## src/hw/rtl/process_state_priority_scheduler_top_assert.svh

```systemverilog
// Assertion macros for the scheduler top level.
`ifndef PROCESS_STATE_PRIORITY_SCHEDULER_TOP_ASSERT_SVH
`define PROCESS_STATE_PRIORITY_SCHEDULER_TOP_ASSERT_SVH
// An implication checked on every clock, skipped in reset.
`define PSPS_ASSERT_IMP(lbl, clk, rst_n, ante, cons, msg) \
    lbl: assert property (@(posedge clk) disable iff (!rst_n) (ante) |-> (cons)) \
        else $error(msg);
// A condition checked in the cycle after the antecedent, skipped in reset.
`define PSPS_ASSERT_NXT(lbl, clk, rst_n, ante, cons, msg) \
    lbl: assert property (@(posedge clk) disable iff (!rst_n) (ante) |=> (cons)) \
        else $error(msg);
`endif

```

## src/hw/rtl/psps_pkg.sv

```systemverilog
// ---------------------------------------------------------------------------
// psps_pkg
// Types and constants shared by the process scheduler.
// ---------------------------------------------------------------------------
package psps_pkg;
    localparam int MaxProcs = 16;
    localparam int SlotW    = $clog2(MaxProcs);
    localparam int CntW     = $clog2(MaxProcs + 1);
    localparam int MemW     = 10;
    localparam int IdW      = 8;
    localparam int PrioW    = 8;
    localparam int OrdW     = 16;
    localparam logic [MemW-1:0] MemReset = MemW'(100);
    localparam logic [MemW-1:0] MemMax   = '1;
    localparam logic [OrdW-1:0] OrdLimit = '1;

    typedef enum logic [2:0] {
        OP_DISPATCH = 3'd0, OP_TIMEOUT = 3'd1, OP_WAIT = 3'd2, OP_OCCUR = 3'd3,
        OP_CREATE = 3'd4, OP_ADMIT = 3'd5, OP_RELEASE = 3'd6, OP_NONE = 3'd7
    } t_op;

    typedef enum logic [2:0] {
        ST_OK = 3'd0, ST_NONE_RUN = 3'd1, ST_ALREADY = 3'd2, ST_READY_EMPTY = 3'd3,
        ST_NOT_BLOCKED = 3'd4, ST_NEW_EMPTY = 3'd5, ST_MEM_EXCEED = 3'd6,
        ST_TABLE_FULL = 3'd7
    } t_status;

    typedef enum logic [2:0] {
        PS_FREE = 3'd0, PS_NEW = 3'd1, PS_READY = 3'd2, PS_RUN = 3'd3, PS_BLOCK = 3'd4
    } t_pstate;

    // Scan request into the search unit.
    typedef struct packed {
        logic     start;
        logic [1:0] mode;   // 0 best prio, 1 id match, 2 first free, 3 rank
        t_pstate  list;
        logic [IdW-1:0]  id;
        logic [OrdW-1:0] ord;
    } t_scan_req;

    typedef struct packed {
        logic             done;
        logic             found;
        logic [SlotW-1:0] slot;
        logic [CntW-1:0]  count;
    } t_scan_rsp;

    localparam logic [1:0] SM_BEST = 2'd0;
    localparam logic [1:0] SM_ID   = 2'd1;
    localparam logic [1:0] SM_FREE = 2'd2;
    localparam logic [1:0] SM_RANK = 2'd3;

    typedef enum logic [4:0] {
        S_IDLE, S_DECODE, S_SCAN_RDY, S_DISP, S_STOP, S_OCC_SCAN, S_OCC_DONE,
        S_CR_SCAN, S_CR_DONE, S_AD_SCAN, S_AD_DONE, S_REL, S_REL_SCAN, S_REL_DONE,
        S_ENTER, S_RN_SCAN, S_RN_STEP, S_RN_APPLY, S_OUT
    } t_fsm;
endpackage

```

## src/hw/rtl/psps_scan.sv

```systemverilog
// ---------------------------------------------------------------------------
// psps_scan
// Sequential table scanner: one entry per cycle over all slots.
// ---------------------------------------------------------------------------
module psps_scan (
    input  logic                                       i_clk,
    input  logic                                       i_rst_n,
    input  psps_pkg::t_scan_req                        i_req,
    input  psps_pkg::t_pstate [psps_pkg::MaxProcs-1:0] i_state,
    input  logic [psps_pkg::MaxProcs-1:0][psps_pkg::IdW-1:0]   i_ident,
    input  logic [psps_pkg::MaxProcs-1:0][psps_pkg::PrioW-1:0] i_prio,
    input  logic [psps_pkg::MaxProcs-1:0][psps_pkg::OrdW-1:0]  i_order,
    output psps_pkg::t_scan_rsp                        o_rsp
);
    import psps_pkg::*;

    logic             r_busy, n_busy;
    logic [SlotW-1:0] r_idx, n_idx;
    logic             r_found, n_found;
    logic [SlotW-1:0] r_best, n_best;
    logic [CntW-1:0]  r_cnt, n_cnt;
    logic             r_done, n_done;
    t_scan_req        r_req;
    logic             hit, better, live;
    logic [PrioW-1:0] c_prio, b_prio;
    logic [OrdW-1:0]  c_ord, b_ord;

    always_comb begin
        c_prio = i_prio[r_idx];
        b_prio = i_prio[r_best];
        c_ord  = i_order[r_idx];
        b_ord  = i_order[r_best];
        live   = i_state[r_idx] != PS_FREE;
        hit    = 1'b0;
        better = 1'b0;
        unique case (r_req.mode)
            SM_BEST: begin
                hit    = i_state[r_idx] == r_req.list;
                better = !r_found || c_prio < b_prio || (c_prio == b_prio && c_ord < b_ord);
            end
            SM_ID: begin
                hit    = i_state[r_idx] == PS_BLOCK && i_ident[r_idx] == r_req.id;
                better = !r_found || c_ord < b_ord;
            end
            SM_FREE: begin
                hit    = i_state[r_idx] == PS_FREE;
                better = !r_found;
            end
            SM_RANK: begin
                hit    = live && c_ord < r_req.ord;
                better = 1'b0;
            end
            default: ;
        endcase
        n_busy  = r_busy;
        n_idx   = r_idx;
        n_found = r_found;
        n_best  = r_best;
        n_cnt   = r_cnt;
        n_done  = 1'b0;
        if (i_req.start) begin
            n_busy  = 1'b1;
            n_idx   = '0;
            n_found = 1'b0;
            n_best  = '0;
            n_cnt   = '0;
        end else if (r_busy) begin
            if (hit && better) begin
                n_found = 1'b1;
                n_best  = r_idx;
            end
            if (r_req.mode == SM_RANK && hit) n_cnt = r_cnt + CntW'(1);
            if (r_req.mode == SM_RANK && live) n_found = 1'b1;
            if (r_idx == SlotW'(MaxProcs - 1)) begin
                n_busy = 1'b0;
                n_done = 1'b1;
            end else begin
                n_idx = r_idx + SlotW'(1);
            end
        end
    end

    always_ff @(posedge i_clk) begin
        if (!i_rst_n) begin
            r_busy <= 1'b0;
            r_done <= 1'b0;
        end else begin
            r_busy <= n_busy;
            r_done <= n_done;
        end
        r_idx   <= n_idx;
        r_found <= n_found;
        r_best  <= n_best;
        r_cnt   <= n_cnt;
        if (i_req.start) r_req <= i_req;
    end

    assign o_rsp.done  = r_done;
    assign o_rsp.found = r_found;
    assign o_rsp.slot  = r_best;
    assign o_rsp.count = r_cnt;
endmodule

```

## src/hw/rtl/process_state_priority_scheduler_top.sv

```systemverilog
// ---------------------------------------------------------------------------
// process_state_priority_scheduler_top
// Process table with priority dispatch, blocking and memory accounting.
// ---------------------------------------------------------------------------
// Channel   Dir  Fields (low bit first)
// s_axis    in   tdata: op[2:0] proc_id[10:3] proc_mem[20:11] proc_prio[28:21]
// m_axis    out  tdata: status[2:0] running_valid[3] running_id[11:4] free_mem[21:12]
// cfg       in   i_cfg_data: total_memory
// Each table scan walks all 16 slots, one per cycle. Before the order counter
// wraps, the order stamps are renumbered by 16 rank scans, one per slot.
// Input ready only when idle and no result is pending; the result sits in an output register until taken.
// Reset is synchronous; the table comes up all free, free memory at 100.
module process_state_priority_scheduler_top (
    input  logic        i_clk,
    input  logic        i_rst_n,
    input  logic        s_axis_tvalid,
    output logic        s_axis_tready,
    input  logic [31:0] s_axis_tdata,   // op, proc_id, proc_mem, proc_prio
    output logic        m_axis_tvalid,
    input  logic        m_axis_tready,
    output logic [23:0] m_axis_tdata,   // status, running_valid, running_id, free_mem
    input  logic        i_cfg_valid,
    output logic        o_cfg_ready,
    input  logic [psps_pkg::MemW-1:0] i_cfg_data
);
    import psps_pkg::*;

    t_fsm r_fsm, n_fsm, r_ret, n_ret;
    t_pstate [MaxProcs-1:0] r_state;
    logic [MaxProcs-1:0][IdW-1:0]   r_ident;
    logic [MaxProcs-1:0][MemW-1:0]  r_mem;
    logic [MaxProcs-1:0][PrioW-1:0] r_prio;
    logic [MaxProcs-1:0][OrdW-1:0]  r_order;
    logic [OrdW-1:0]  r_ocnt;
    logic [MemW-1:0]  r_free;
    logic             r_run_v;
    logic [SlotW-1:0] r_run;
    t_op              r_op;
    logic [IdW-1:0]   r_pid;
    logic [MemW-1:0]  r_pmem;
    logic [PrioW-1:0] r_pprio;
    t_status          r_stat;
    logic             r_ovalid;
    logic [23:0]      r_odata;
    logic [SlotW-1:0] r_eslot;
    t_pstate          r_elist;
    logic [SlotW-1:0] r_ri;
    logic [CntW-1:0]  r_rn;
    logic [MaxProcs-1:0][OrdW-1:0] r_rank;

    t_scan_req sreq;
    t_scan_rsp srsp;
    logic [MemW:0] sum;

    psps_scan u_scan (
        .i_clk, .i_rst_n, .i_req(sreq), .i_state(r_state), .i_ident(r_ident),
        .i_prio(r_prio), .i_order(r_order), .o_rsp(srsp)
    );

    assign s_axis_tready = r_fsm == S_IDLE && !r_ovalid;
    assign o_cfg_ready   = r_fsm == S_IDLE;
    assign m_axis_tvalid = r_ovalid;
    assign m_axis_tdata  = r_odata;
    assign sum = {1'b0, r_free} + {1'b0, r_mem[r_run]};

    always_comb begin
        n_fsm = r_fsm;
        n_ret = r_ret;
        sreq  = '{start: 1'b0, mode: SM_BEST, list: PS_READY, id: r_pid,
                  ord: r_order[r_ri]};
        unique case (r_fsm)
            S_IDLE: if (s_axis_tvalid && s_axis_tready) n_fsm = S_DECODE;
            S_DECODE: begin
                unique case (r_op)
                    OP_DISPATCH: begin
                        if (r_run_v) n_fsm = S_OUT;
                        else begin sreq.start = 1'b1; n_fsm = S_SCAN_RDY; end
                    end
                    OP_TIMEOUT, OP_WAIT: n_fsm = r_run_v ? S_STOP : S_OUT;
                    OP_OCCUR: begin
                        sreq.start = 1'b1; sreq.mode = SM_ID; n_fsm = S_OCC_SCAN;
                    end
                    OP_CREATE: begin
                        sreq.start = 1'b1; sreq.mode = SM_FREE; n_fsm = S_CR_SCAN;
                    end
                    OP_ADMIT: begin
                        sreq.start = 1'b1; sreq.list = PS_NEW; n_fsm = S_AD_SCAN;
                    end
                    OP_RELEASE: n_fsm = r_run_v ? S_REL : S_OUT;
                    default: n_fsm = S_OUT;
                endcase
            end
            S_SCAN_RDY: if (srsp.done) n_fsm = S_DISP;
            S_DISP: n_fsm = S_OUT;
            S_STOP: begin n_fsm = S_ENTER; n_ret = S_SCAN_RDY; end
            S_OCC_SCAN: if (srsp.done) n_fsm = S_OCC_DONE;
            S_OCC_DONE: begin n_fsm = srsp.found ? S_ENTER : S_OUT; n_ret = S_OUT; end
            S_CR_SCAN: if (srsp.done) n_fsm = S_CR_DONE;
            S_CR_DONE: begin n_fsm = srsp.found ? S_ENTER : S_OUT; n_ret = S_OUT; end
            S_AD_SCAN: if (srsp.done) n_fsm = S_AD_DONE;
            S_AD_DONE: begin n_fsm = r_elist == PS_READY ? S_ENTER : S_OUT; n_ret = S_OUT; end
            S_REL: begin
                sreq.start = 1'b1; sreq.list = PS_NEW; n_fsm = S_REL_SCAN;
            end
            S_REL_SCAN: if (srsp.done) n_fsm = S_REL_DONE;
            S_REL_DONE: begin
                n_ret = S_SCAN_RDY;
                n_fsm = r_elist == PS_READY ? S_ENTER : S_SCAN_RDY;
                if (r_elist != PS_READY) sreq.start = 1'b1;
            end
            S_ENTER: begin
                if (r_ocnt == OrdLimit) n_fsm = S_RN_STEP;
                else begin
                    n_fsm = r_ret;
                    if (r_ret == S_SCAN_RDY) sreq.start = 1'b1;
                end
            end
            S_RN_STEP: begin
                sreq.start = 1'b1; sreq.mode = SM_RANK; n_fsm = S_RN_SCAN;
            end
            S_RN_SCAN: if (srsp.done) begin
                n_fsm = r_ri == SlotW'(MaxProcs - 1) ? S_RN_APPLY : S_RN_STEP;
            end
            S_RN_APPLY: n_fsm = S_ENTER;
            S_OUT: n_fsm = S_IDLE;
            default: n_fsm = S_IDLE;
        endcase
    end

    always_ff @(posedge i_clk) begin
        if (!i_rst_n) begin
            r_fsm    <= S_IDLE;
            r_ret    <= S_OUT;
            r_state  <= {MaxProcs{PS_FREE}};
            r_ocnt   <= '0;
            r_free   <= MemReset;
            r_run_v  <= 1'b0;
            r_run    <= '0;
            r_ovalid <= 1'b0;
        end else begin
            r_fsm <= n_fsm;
            r_ret <= n_ret;
            if (r_ovalid && m_axis_tready) r_ovalid <= 1'b0;
            if (i_cfg_valid && o_cfg_ready) r_free <= i_cfg_data;
            unique case (r_fsm)
                S_IDLE: if (s_axis_tvalid && s_axis_tready) begin
                    r_op    <= t_op'(s_axis_tdata[2:0]);
                    r_pid   <= s_axis_tdata[10:3];
                    r_pmem  <= s_axis_tdata[20:11];
                    r_pprio <= s_axis_tdata[28:21];
                end
                S_DECODE: begin
                    unique case (r_op)
                        OP_DISPATCH: r_stat <= r_run_v ? ST_ALREADY : ST_OK;
                        OP_TIMEOUT, OP_WAIT, OP_RELEASE:
                            r_stat <= r_run_v ? ST_OK : ST_NONE_RUN;
                        default: r_stat <= ST_OK;
                    endcase
                end
                S_SCAN_RDY: ;
                S_DISP: begin
                    if (srsp.found) begin
                        r_state[srsp.slot] <= PS_RUN;
                        r_run   <= srsp.slot;
                        r_run_v <= 1'b1;
                    end else if (r_op == OP_DISPATCH) r_stat <= ST_READY_EMPTY;
                end
                S_STOP: begin
                    r_eslot <= r_run;
                    r_elist <= r_op == OP_TIMEOUT ? PS_READY : PS_BLOCK;
                    r_run_v <= 1'b0;
                    r_run   <= '0;
                end
                S_OCC_DONE: begin
                    r_eslot <= srsp.slot;
                    r_elist <= PS_READY;
                    if (!srsp.found) r_stat <= ST_NOT_BLOCKED;
                end
                S_CR_DONE: begin
                    r_eslot <= srsp.slot;
                    if (!srsp.found) r_stat <= ST_TABLE_FULL;
                    else begin
                        r_ident[srsp.slot] <= r_pid;
                        r_mem[srsp.slot]   <= r_pmem;
                        r_prio[srsp.slot]  <= r_pprio;
                        if (r_pmem <= r_free) begin
                            r_free  <= r_free - r_pmem;
                            r_elist <= PS_READY;
                        end else begin
                            r_elist <= PS_NEW;
                            r_stat  <= ST_MEM_EXCEED;
                        end
                    end
                end
                S_AD_SCAN, S_REL_SCAN: if (srsp.done) begin
                    r_eslot <= srsp.slot;
                    if (srsp.found && r_mem[srsp.slot] <= r_free) begin
                        r_free  <= r_free - r_mem[srsp.slot];
                        r_elist <= PS_READY;
                    end else begin
                        r_elist <= PS_FREE;
                        if (r_op == OP_ADMIT)
                            r_stat <= srsp.found ? ST_MEM_EXCEED : ST_NEW_EMPTY;
                    end
                end
                S_REL: begin
                    r_free  <= sum[MemW] ? MemMax : sum[MemW-1:0];
                    r_state[r_run] <= PS_FREE;
                    r_run_v <= 1'b0;
                    r_run   <= '0;
                end
                S_ENTER: begin
                    if (r_ocnt == OrdLimit) r_ri <= '0;
                    else begin
                        r_order[r_eslot] <= r_ocnt;
                        r_ocnt           <= r_ocnt + OrdW'(1);
                        r_state[r_eslot] <= r_elist;
                    end
                    r_rn <= '0;
                end
                S_RN_SCAN: if (srsp.done) begin
                    r_rank[r_ri] <= OrdW'(srsp.count);
                    if (r_state[r_ri] != PS_FREE) r_rn <= r_rn + CntW'(1);
                    r_ri <= r_ri + SlotW'(1);
                end
                S_RN_APPLY: begin
                    for (int k = 0; k < MaxProcs; k++)
                        if (r_state[k] != PS_FREE) r_order[k] <= r_rank[k];
                    r_ocnt <= OrdW'(r_rn);
                end
                S_OUT: begin
                    r_ovalid <= 1'b1;
                    r_odata  <= {2'b00, r_free, r_run_v ? r_ident[r_run] : IdW'(0),
                                 r_run_v, r_stat};
                end
                default: ;
            endcase
        end
    end

    `include "process_state_priority_scheduler_top_assert.svh"

    `PSPS_ASSERT_IMP(a_run_state, i_clk, i_rst_n, r_run_v && r_fsm == S_IDLE,
        r_state[r_run] == PS_RUN, "running slot not in run state")
    `PSPS_ASSERT_IMP(a_busy_ready, i_clk, i_rst_n, r_fsm != S_IDLE,
        !s_axis_tready, "ready while busy")
    `PSPS_ASSERT_NXT(a_out_hold, i_clk, i_rst_n, m_axis_tvalid && !m_axis_tready,
        m_axis_tvalid, "result dropped")
endmodule
```

## config.mk

```make
export PLATFORM = sky130hd
export DESIGN_NAME = process_state_priority_scheduler_top
export DESIGN_NICKNAME = d
export VERILOG_FILES = /design/src/hw/rtl/psps_pkg.sv /design/src/hw/rtl/psps_scan.sv /design/src/hw/rtl/process_state_priority_scheduler_top.sv
export VERILOG_INCLUDE_DIRS = /design/src /design/src/hw/rtl
export SDC_FILE = /design/constraint.sdc
export NUM_CORES = 2
export LEC_CHECK = 0
export BUFFER_PORTS_ARGS = -buffer_cell sky130_fd_sc_hd__buf_2
export CAP_MARGIN = 20
export CORE_MARGIN = 3
export CORE_UTILIZATION = 49
export DETAILED_ROUTE_END_ITERATION = 16
export PLACE_DENSITY = 0.63
export RECOVER_POWER = 100
export SYNTH_ARGS = -nofsm -noshare
export SYNTH_HDL_FRONTEND = slang
export SYNTH_SLANG_ARGS = --single-unit
```

## constraint.sdc

```tcl
create_clock -name i_clk -period 7.95 [get_ports i_clk]
set_clock_uncertainty 0.15 [all_clocks]
set_input_delay 1.1925 -clock i_clk [delete_from_list [all_inputs] [get_ports i_clk]]
set_output_delay 1.1925 -clock i_clk [all_outputs]
set_load 0.005 [all_outputs]
```

==> flow_summary.toml <==
[die]
coreArea_um2 = 99140
rows = 115
start_util = 0.4979
die_height_um = 323.4
io_pins = 74
die-area_um2 = 104600
die_x_um = 323.4

[power]
leakagePower_nw = 17.68
power_density_nw_per_um2 = 271.9
ir_worst_vdd_uv = 207.1

[yosys]
netlist_instances = 3413
yosys.area.top_type_share = 0.5171
synth_async_sr_flop_share = 0
seq_area_frac_synth = 0.5585
syn_area_um2 = 49360
yosysWarnings = 0
yosysMostFrequentCell = "edfxtp_1"
synth_edf_count = 850
ys_ff_latch = 952
synth_area_leaders = "edfxtp_1 52%, mux4_2 23%, dfxtp_1 4.1%"
yosysTopAreaCell = "edfxtp_1"
syn_avg_cell_area_um2 = 14.46
synth_flop_cell = "edfxtp_1"
synthTopCellsByCount = "850 x edfxtp_1, 506 x mux4_2, 364 x nor2_1"
ys_types = 79

[setup_path]
cp_data_arrival_time_ns = 6.69
setup.worst_path.start = "r_fsm[0]"
worst_path_max_delay_cell = "a21oi_1"
rr_startpoint = "r_fsm[0]"
crit_top_cell = "nand2_1"
crit_chain = "inv_1 -> nand2_1 -> nor2_1 -> clkbuf_1 -> nand2_1 -> nand2_1 -> clkbuf_1 -> a21oi_1"
cp-end-kind = "flip-flop"
required_ns = 8.03
critical-path-max-stage-delay_ns = 2.46
cp-start-kind = "flip-flop"
worstSetupPathType = "flip-flop to flip-flop"
path_max_fanout = 38

[flow_run]
maxCapViolCount = 40

[detailed_routing]
drc = 0
wirelength_um = 147300
drt.antenna.violating_nets = 0
wl_per_cell_um = 30.68
first_pass_iters = 9
vias = 32302
drt-initial-drc-count = 4263
viasPerCell = 6.728

[cts]
h-tree-depth = 3
numCtsBuffers = 102
clkSlewWorstSetupHoldPaths_ns = 0.06
post-cts-setup-buffer-count = 0
root_buffer = "clkbuf_16"
max-clock-path-buffers = 3
cts.sink_count = 952
cts_tree = "done"
insertion_delay_ns = 0.71
holdBufCountCts = 0
postCtsResizedCells = 0

[sta]
max_freq_ghz = 0.1512
finalHoldViolCount = 0
finalCritPeriodShare = 0.8318
finalSetupTns_ns = 0
relSlewSlack = -1.456
drv_slew = 1038
post-route-min-period_ns = 6.613
rsz0062_at_grt = "no"
final-setup-viol-count = 0
fin_hold_ws_ns = 0.3373
tightest_slew_ns = 3.684

[run_status]
status = "finished, violations left"
violations = "max-capacitance violations, max-slew violations"

[global_route]
first_global_vias = 32485
grt_overflow = 0
grt_max_degree = 89
grt_pass1_wl_um = 215200
antenna_found_initial = 1
track_usage = 0.2829

[cells_and_area]
nets = 3550
syn_to_final_growth_pct = 10.10
nFillCells = 7861
final_layout_size_suffix_gt1_frac = 0.2328

[place]
hpwl_um = 90600
portBuffers = 68
gp_congestion = 0.9212

[min_path]
hp-class = "flip-flop to flip-flop"
min_from = "m_axis_tvalid"
==> layout by cell type, fill, tap and decap left out, types with 7 or more instances in the layout <==
master,instances
edfxtp_1,850
mux4_2,506
nor2_1,363
nand2_1,328
nand3_1,118
o21ai_0,116
a21oi_1,109
clkbuf_16,102
dfxtp_1,91
inv_1,86
ha_1,76
clkbuf_1,74
nor3_1,64
buf_2,50
buf_4,48
a22oi_1,36
xnor2_1,33
mux2i_1,30
clkinv_2,26
nor2b_1,24
xor2_1,23
nand2b_1,22
nor4_1,19
a21o_1,19
nand4_1,17
a31oi_1,17
o211ai_1,16
a211oi_1,15
clkinv_1,15
o31ai_1,14
o221ai_1,14
and2_1,12
or3_1,10
mux2_2,10
a2bb2oi_1,9
bufinv_16,8
dfxtp_4,8
nor2b_4,7
==> per-layer routing <==
metal | GRT usage | vias to the layer above | routed length, um
met5 | 0 | - | 0
met4 | 0.1043 | 0 | 5496
met3 | 0.04999 | 335 | 14030
met2 | 0.4627 | 1835 | 71520
met1 | 0.3833 | 16613 | 56260
li1 | - | 13519 | -
==> worst max-delay path: cells and delay by family (launching register included) <==
kind,cells,cell delay (ns)
and+or+nand+nor,4,1.19
DFF,1,0.95
AOI/OAI and AO/OA,1,2.46
buffers and inverters,3,1.35
==> cell type report <==
cell class | count | area [um2] | share of cell area
Timing Repair Buffer | 157 | 909.6 | 0.01674
Clock inverter | 64 | 643.1 | 0.01183
Clock buffer | 129 | 2714 | 0.04994
Multi-Input combinational cell | 2121 | 20520 | 0.3777
Inverter | 90 | 337.8 | 0.006217
Tap cell | 1287 | 1610 | 0.02963
Sequential cell | 952 | 27600 | 0.5079
Antenna cell | 1 | 2.502 | 0.00004605
==> sequential cells by signal, indices dropped and copies added, names as in the netlist, 8 cells and up <==
name and cells:
r_ocnt 16, r_free 10, r_state 48, r_mem 160, r_pmem 10, r_pid 8, m_axis_tdata 22, r_prio 128
r_ident 128, u_scan.r_req 28, r_pprio 8, r_rank 80, r_order 256
==> kinds of logic (layout without fill, tap and decap cells) <==
kind of cell	Yosys count	count (layout)	synth area share
xor gates and xnor gates	56	56	0.009937
AOI/OAI and AO/OA	420	420	0.05389
muxes	547	547	0.2396
DFF	952	952	0.5585
adders and majority gates	79	79	0.02048
and+or+nand+nor	1017	1017	0.08999
other	1	3	0.00007598
buffers and inverters	341	440	0.02755
==> power breakdown <==
part / switching [W] / leakage, nW / total (W) / internal (W)
Sequential: 0.000450 / 8.83 / 0.00614 / 0.00569
Clock: 0.00206 / 1.64 / 0.00476 / 0.00271
Combinational: 0.00209 / 7.21 / 0.00387 / 0.00177
Total: 0.00460 / 17.7 / 0.0148 / 0.0102
==> metrics by stage <==
step,util,power [W],setup WS (ns),area (um2),cells
after CTS,0.5516,0.01485,2.247,54680,4797
after detailed placement,0.5177,0.01009,2.215,51330,4604
final,0.5481,0.01477,1.337,54340,4801
after floorplan,-,0.008874,2.710,49360,3414
after global placement,0.5174,0.01001,2.356,51300,4602
after global routing,0.5481,0.01536,1.068,54340,4800
==> path summary, 6_finish.rpt <==
kind | end | slack (ns) | cells past startpoint
max reg2reg | r_order[68] | 1.34 | 8
max | r_order[68] | 1.34 | 8
min | m_axis_tvalid | 0.34 | 2
min reg2reg | m_axis_tvalid | 0.34 | 2
Note: power is estimated with default switching activity, not from simulation.
